**src/rtl/fram_pkg.sv**
```systemverilog
// Package for the frame rate anomaly monitor: ring sizing, field widths,
// operation, kind, alert and register codes, sequencer states and shared structs.
// No dependencies.
package fram_pkg;

    localparam int RING_DEPTH = 1024;
    localparam int RING_AW    = $clog2(RING_DEPTH);
    localparam int FILL_W     = $clog2(RING_DEPTH + 1);
    localparam int DIV_CW     = $clog2(FILL_W + 1);
    localparam int WIN_W      = 6;
    localparam int WIN_MS_W   = 16;
    localparam int THR_W      = 16;
    localparam int TIME_W     = 32;
    localparam int ADDR_W     = 48;
    localparam int CNT_W      = 32;
    localparam int RATE_W     = 11;
    localparam int CFG_IDX_W  = 2;
    localparam int CFG_DATA_W = 16;

    localparam logic [WIN_MS_W-1:0] MS_PER_SEC = 16'd1000;

    localparam logic [WIN_W-1:0] WINDOW_RESET = 6'd1;
    localparam logic [THR_W-1:0] RATE_RESET   = 16'd1000;
    localparam logic [THR_W-1:0] BEACON_RESET = 16'd50;

    localparam logic OP_ANALYZE = 1'b0;
    localparam logic OP_CLEAR   = 1'b1;

    localparam logic [1:0] KIND_MGMT = 2'd0;
    localparam logic [1:0] KIND_CTRL = 2'd1;
    localparam logic [1:0] KIND_DATA = 2'd2;

    localparam logic [1:0] ANOM_NONE  = 2'd0;
    localparam logic [1:0] ANOM_RATE  = 2'd1;
    localparam logic [1:0] ANOM_FLOOD = 2'd2;

    localparam logic [1:0] SEV_NONE   = 2'd0;
    localparam logic [1:0] SEV_MEDIUM = 2'd1;
    localparam logic [1:0] SEV_HIGH   = 2'd2;

    localparam logic [CFG_IDX_W-1:0] CFG_WINDOW = 2'd0;
    localparam logic [CFG_IDX_W-1:0] CFG_RATE   = 2'd1;
    localparam logic [CFG_IDX_W-1:0] CFG_BEACON = 2'd2;

    typedef enum logic [2:0] {
        ST_IDLE,
        ST_PUSH,
        ST_READ,
        ST_CHECK,
        ST_DIV,
        ST_WAIT,
        ST_EVAL
    } state_t;

    typedef struct packed {
        logic clear;
        logic push;
        logic rd;
        logic pop;
    } ring_cmd_t;

    typedef struct packed {
        logic [1:0]        anomaly;
        logic [1:0]        severity;
        logic [RATE_W-1:0] rate;
        logic [TIME_W-1:0] stamp_ms;
        logic [ADDR_W-1:0] source;
        logic [CNT_W-1:0]  total_count;
        logic [CNT_W-1:0]  management_count;
        logic [CNT_W-1:0]  control_count;
        logic [CNT_W-1:0]  data_count;
        logic [1:0]        latched_anomaly;
    } alert_t;

endpackage

```
**src/rtl/fram_div.sv**
```systemverilog
// Serial restoring divider: fill count over window seconds, one quotient bit a cycle.
// Depends on fram_pkg.
module fram_div import fram_pkg::*; (
    input  logic              clk,
    input  logic              rst_n,
    input  logic              start,
    input  logic [FILL_W-1:0] dividend,
    input  logic [WIN_W-1:0]  divisor,
    output logic              done,
    output logic [FILL_W-1:0] quotient
);

    logic              busy_reg, busy_next;
    logic              done_reg, done_next;
    logic [DIV_CW-1:0] cnt_reg, cnt_next;
    logic [FILL_W-1:0] quot_reg, quot_next;
    logic [WIN_W-1:0]  rem_reg, rem_next;
    logic [WIN_W-1:0]  dvs_reg, dvs_next;

    logic [WIN_W:0]    trial;
    logic [WIN_W:0]    diff;
    logic              ge;

    always_comb
    begin
        trial = {rem_reg, quot_reg[FILL_W-1]};
        ge    = (trial >= {1'b0, dvs_reg});
        diff  = trial - {1'b0, dvs_reg};

        busy_next = busy_reg;
        done_next = 1'b0;
        cnt_next  = cnt_reg;
        quot_next = quot_reg;
        rem_next  = rem_reg;
        dvs_next  = dvs_reg;
        if (start)
        begin
            busy_next = 1'b1;
            cnt_next  = DIV_CW'(FILL_W);
            quot_next = dividend;
            rem_next  = '0;
            dvs_next  = divisor;
        end
        else if (busy_reg)
        begin
            quot_next = {quot_reg[FILL_W-2:0], ge};
            rem_next  = ge ? diff[WIN_W-1:0] : trial[WIN_W-1:0];
            cnt_next  = cnt_reg - 1'b1;
            if (cnt_reg == DIV_CW'(1))
            begin
                busy_next = 1'b0;
                done_next = 1'b1;
            end
        end
    end

    always_ff @(posedge clk or negedge rst_n)
    begin
        if (!rst_n)
        begin
            busy_reg <= 1'b0;
            done_reg <= 1'b0;
            cnt_reg  <= '0;
        end
        else
        begin
            busy_reg <= busy_next;
            done_reg <= done_next;
            cnt_reg  <= cnt_next;
        end
    end

    always_ff @(posedge clk)
    begin
        quot_reg <= quot_next;
        rem_reg  <= rem_next;
        dvs_reg  <= dvs_next;
    end

    assign done     = done_reg;
    assign quotient = quot_reg;

endmodule

```
**config.mk**
```make
export PLATFORM = sky130hd
export DESIGN_NAME = fram_div
export DESIGN_NICKNAME = d
export VERILOG_FILES = /design/src/rtl/fram_pkg.sv /design/src/rtl/fram_div.sv
export SDC_FILE = /design/constraint.sdc
export NUM_CORES = 1
export LEC_CHECK = 0
export BUFFER_PORTS_ARGS = -buffer_cell sky130_fd_sc_hd__buf_2
export CORE_MARGIN = 2
export CORE_UTILIZATION = 60
export CTS_BUF_LIST = sky130_fd_sc_hd__clkbuf_8
export DETAILED_ROUTE_END_ITERATION = 6
export GPL_TIMING_DRIVEN = 1
export PLACE_DENSITY = 0.92
export SYNTH_ARGS = -nofsm -noshare
export SYNTH_HDL_FRONTEND = slang
export SYNTH_SLANG_ARGS = --single-unit
```
**constraint.sdc**
```tcl
create_clock -name clk -period 3.89 [get_ports clk]
set_input_delay 0.1945 -clock clk [delete_from_list [all_inputs] [get_ports clk]]
set_output_delay 0.1945 -clock clk [all_outputs]
set_load 0.005 [all_outputs]
```
[After elaboration in Yosys (flattened, before gate mapping)]
Index checks and enable logic that the tools add are counted.
Operators by class
  add/subtract/negate cells: 2
  magnitude comparators: 1
  equality and inequality tests: 1
  mux-type cells: 11
  reductions and logical operators: 1
Operator list (number)
  11-bit two-way mux: 2
  4-bit two-way mux: 2
  7-bit by 6-bit greater-or-equal comparator with 1-bit output: 1
  1-bit two-way mux: 6
  6-bit two-way mux: 1
  6-bit subtractor: 1
  4-bit by 1-bit equality test with 1-bit output (second input constant): 1
  4-bit by 1-bit subtractor with 4-bit output (second input constant): 1
  2-bit nonzero test: 1
Storage, ports and cells
  bits in registers: 29
  bits of input ports: 20
  output and inout bits: 12
  logic and storage cells: 22

[Depth between registers and ports, before layout]
  depth after elaboration: 4
  mapped depth: 8
  gate-level depth less buffers: 8

[Least setup slack after synthesis]
No wires, ideal clock.
  kind: reg2reg
  start: register dvs_reg[4]
  end: register rem_reg[1]
  library setup time: 127 ps
  data arrival time: 1899 ps
  required time: 3763 ps
  slack: 1864 ps
  stages on the path, launching flop included: 9
  path buffers: 1
  period minus slack after synthesis: 2026 ps
  cell sequence: edfxtp_1 inv_1 ha_1 a21o_1 a211o_1 a41o_1 buf_6 nor4bb_1 or3_1
Between the ends
  word-level cells in the longest chain between the ends: 2
RTL lines
  from (decl): RTL line fram_div.sv:18  | logic [WIN_W-1:0] dvs_reg, dvs_next;
  from (signal assigned): RTL line fram_div.sv:77  | dvs_reg <= dvs_next;
  7-bit by 6-bit greater-or-equal comparator with 1-bit output: RTL line fram_div.sv:27  | ge = (trial >= {1'b0, dvs_reg});
  6-bit two-way mux: RTL line fram_div.sv:47  | rem_next = ge ? diff[WIN_W-1:0] : trial[WIN_W-1:0];
  to (signal assigned): RTL line fram_div.sv:76  | rem_reg <= rem_next;
  to (decl): RTL line fram_div.sv:17  | logic [WIN_W-1:0] rem_reg, rem_next;
Every way passes these cells.
A chain may end at the register's enable or synchronous reset.

[Worst setup path in the final report]
  start: register dvs_reg[0]
  end: register rem_reg[0]
Between the ends
  word-level cells in the longest chain between the ends: 2
  elaborated cells on any way between the ends: 3
  classes of those cells: 1 x add/sub; 1 x order compare; 1 x mux
RTL lines (RTL line)
  6-bit subtractor or 7-bit by 6-bit greater-or-equal comparator with 1-bit output (tied branches): fram_div.sv:28, fram_div.sv:27
  6-bit two-way mux *: fram_div.sv:47
Mark *: on every way between the ends. The rest lies on a longest branch, timed or not.

==> flow_summary.ini <==
[status]
status = completed

[final_layout]
largest_reg_flops = 11
nNetsFinal = 193
layout_common_cells = buf_2 (31), edfxtp_1 (17), inv_1 (12), mux2_2 (12), nor2_1 (12)
fill_cells = 163
area_growth_pct = 16.7
post-route-util_pct = 73.1
final_area_um2 = 1780
drive_gt1_share_pct = 32.9
layout_commonest_cell = buf_2
antenna-diode-count = 0

[synth]
synth-edff-count = 17
synthDistinctLibCells = 35
synth_ff_type = edfxtp_1
synth_cells = 130
async_reset_ff_share_pct = 20.7
yosys_register_bits = 29
synthesis.nets = 160
ys_seq_area_share_pct = 51.2
ys_warn_count = 0
synth_area_per_cell_um2 = 11.7
netlist_area_um2 = 1520

[pwr]
powerDensity_nw_per_um2 = 570
p_leak_uw = 0.000817
irDropWorstVdd_mv = 0.544

[drt]
avgRoutedWirePerCell_um = 14.3
drc = 0
num_vias = 1071
drtIter0Drc = 16
vias_per_cell = 5.52
drtAntennaViolNets = 0
first_pass_iters = 4
drt-total-wl_um = 2770

[sta]
setup_viol = 0
rsz0062_at_grt = false
setup_tns_ps = 0
layout_worst_path_cycle_share_pct = 58.3
post-route-min-period_ps = 2270
fmax_mhz = 441
layout_setup_ws_ps = 1620
slew_viol_final = 0
hold_viol = 0
fin_skew_ps = 5.29
worst_pin_slew_ps = 639
holdWs_ps = 90.0
slew-limit-headroom_pct = 57.4

[worst_setup_path]
worst_path_largest_cell_delay_ps = 470
r2r_end = rem_reg[0]$_SDFFE_PP0P_
timing.critical_path.fanout_max = 9
cp_slowest_cell = a41o_1
crit_buf_inv = 0
path_delay_family = compound AO/OA/AOI/OAI gates
reg2reg_slack_ps = 1620
crit_chain = ha_1 > and2b_2 > o21ai_0 > a41o_1 > mux2_4 > a211oi_2
setup.worst_path.start_class = flip-flop
crit_arrival_ps = 2470
worstPathRequired_ps = 4090
reg2reg_depth = 6
criticalPathCategory = flip-flop to flip-flop
cp-end-kind = flip-flop
worstReg2RegStart = dvs_reg[0]$_DFFE_PP_

[global_routing]
grt_antenna_before_repair = 0
grt.overflow.total = 0
grt_start_max_net_pins = 33
grt_usage_pct = 22.4
grt_first_pass_wirelength_um = 4500
grt_pass1_vias = 1054

[cts]
cts_tree = built
cts_buffer_depth = 2
clk_latency_ps = 280
numCtsBuffers = 5
clock-sinks = 29
path_clk_slew_ps = 60
cts_resized = 0
htreeDepth = 2
cts_root_buf = clkbuf_8

[floorplan]
dieArea_um2 = 2960
start_util_pct = 62.7
die_w_um = 54.4
fp.dieH_um = 54.4
pin_count = 32
rows = 18
coreArea_um2 = 2430

[flow_run]
drv_cap = 0

[worst_hold_path]
min_path_type = primary input to flip-flop
worstHoldEndpoint = dvs_reg[0]$_DFFE_PP_
hold_path_depth = 1
min-delay-start = divisor[0]

[placed_design]
gp_congestion = 0.825
dpl_cell_area_um2 = 1690
dp.final_hpwl_um = 2020
place_ws_ps = 1660
port_buffers = 31
==> cell usage after synthesis (2+ instances only) <==
| cell | instances | share of area, % |
|---|---|---|
| nor2_1 | 12 | 3.0 |
| ha_1 | 9 | 7.4 |
| nand2b_1 | 5 | 2.1 |
| buf_1 | 3 | 0.74 |
| o21ai_0 | 5 | 1.6 |
| a21o_1 | 2 | 0.98 |
| nor3b_1 | 3 | 1.5 |
| dfrtp_1 | 6 | 9.9 |
| a211oi_1 | 4 | 2.0 |
| inv_1 | 11 | 2.7 |
| a21oi_1 | 4 | 1.3 |
| xor2_1 | 3 | 1.7 |
| nand2_1 | 5 | 1.2 |
| edfxtp_1 | 17 | 33 |
| xnor2_1 | 3 | 1.7 |
| mux2_2 | 12 | 8.9 |
| dfxtp_1 | 6 | 7.9 |
| mux2i_1 | 3 | 2.0 |
==> routing by layer <==
layer,share of wire [%],vias up,GRT usage (%)
li1,-,523,-
met1,39,508,24.0
met2,53,28,39.8
met3,4.2,12,5.46
met4,3.1,0,13.3
met5,0,-,0
==> worst register-to-register path: cells and delay by family, from the launching register on <==
family | cells | cell delay (ps)
compound gates | 3 | 910
flops | 1 | 400
mux | 1 | 350
fa+ha+maj | 1 | 320
simple gates | 1 | 220
==> repair_timing <==
action	in CTS	in global routing
hold endpoints to repair	6	0
buffers inserted	0	0
hold buffers	1	0
==> power by group <==
part / leakage, uW / switching [uW] / internal, uW / total [uW]
Clock: 0.0000491 / 105 / 121 / 226
Combinational: 0.000476 / 180 / 183 / 363
Sequential: 0.000292 / 38.7 / 386 / 424
Total: 0.000817 / 324 / 689 / 1010
==> kinds of logic after synthesis <==
logic type / count (synthesis) / synth area share [%]
xor gates and xnor gates: 6 / 3.45
adders and majority gates: 10 / 8.70
buffers and inverters: 17 / 4.76
muxes: 16 / 11.8
and+or+nand+nor: 32 / 11.1
AOI/OAI and AO/OA: 20 / 8.95
DFF: 29 / 51.2
==> per-stage QoR <==
stage | total power [uW] | instances
floorplan | 711 | 130
global placement | 758 | 185
detailed placement | 785 | 185
CTS | 1020 | 194
global route | 1070 | 194
finish | 1010 | 194
==> area by class of cell <==
class | count | area, um2 | area share, %
flip-flops and latches | 29 | 781 | 43.9
multi-input cells | 84 | 671 | 37.7
repair buffers | 32 | 165 | 9.29
inverters | 11 | 41.3 | 2.32
clock buffers | 5 | 68.8 | 3.87
clock inverters | 3 | 13.8 | 0.774
well taps | 30 | 37.5 | 2.11
==> how the worst max path moves through the flow <==
stage | start | to | slack (ps) | depth (start not counted)
2_1_floorplan | dvs_reg[4]$_DFFE_PP_ | rem_reg[1]$_SDFFE_PP0P_ | 1860 | 8
3_3_place_gp | dvs_reg[4]$_DFFE_PP_ | rem_reg[1]$_SDFFE_PP0P_ | 1770 | 7
3_5_place_dp | dvs_reg[4]$_DFFE_PP_ | rem_reg[1]$_SDFFE_PP0P_ | 1660 | 7
4_1_cts | dvs_reg[0]$_DFFE_PP_ | rem_reg[0]$_SDFFE_PP0P_ | 1640 | 6
5_1_grt | quotient[10]$_DFFE_PP_ | rem_reg[0]$_SDFFE_PP0P_ | 1530 | 7
6_report | dvs_reg[0]$_DFFE_PP_ | rem_reg[0]$_SDFFE_PP0P_ | 1620 | 6
Note: power is estimated with default switching activity, not from simulation.
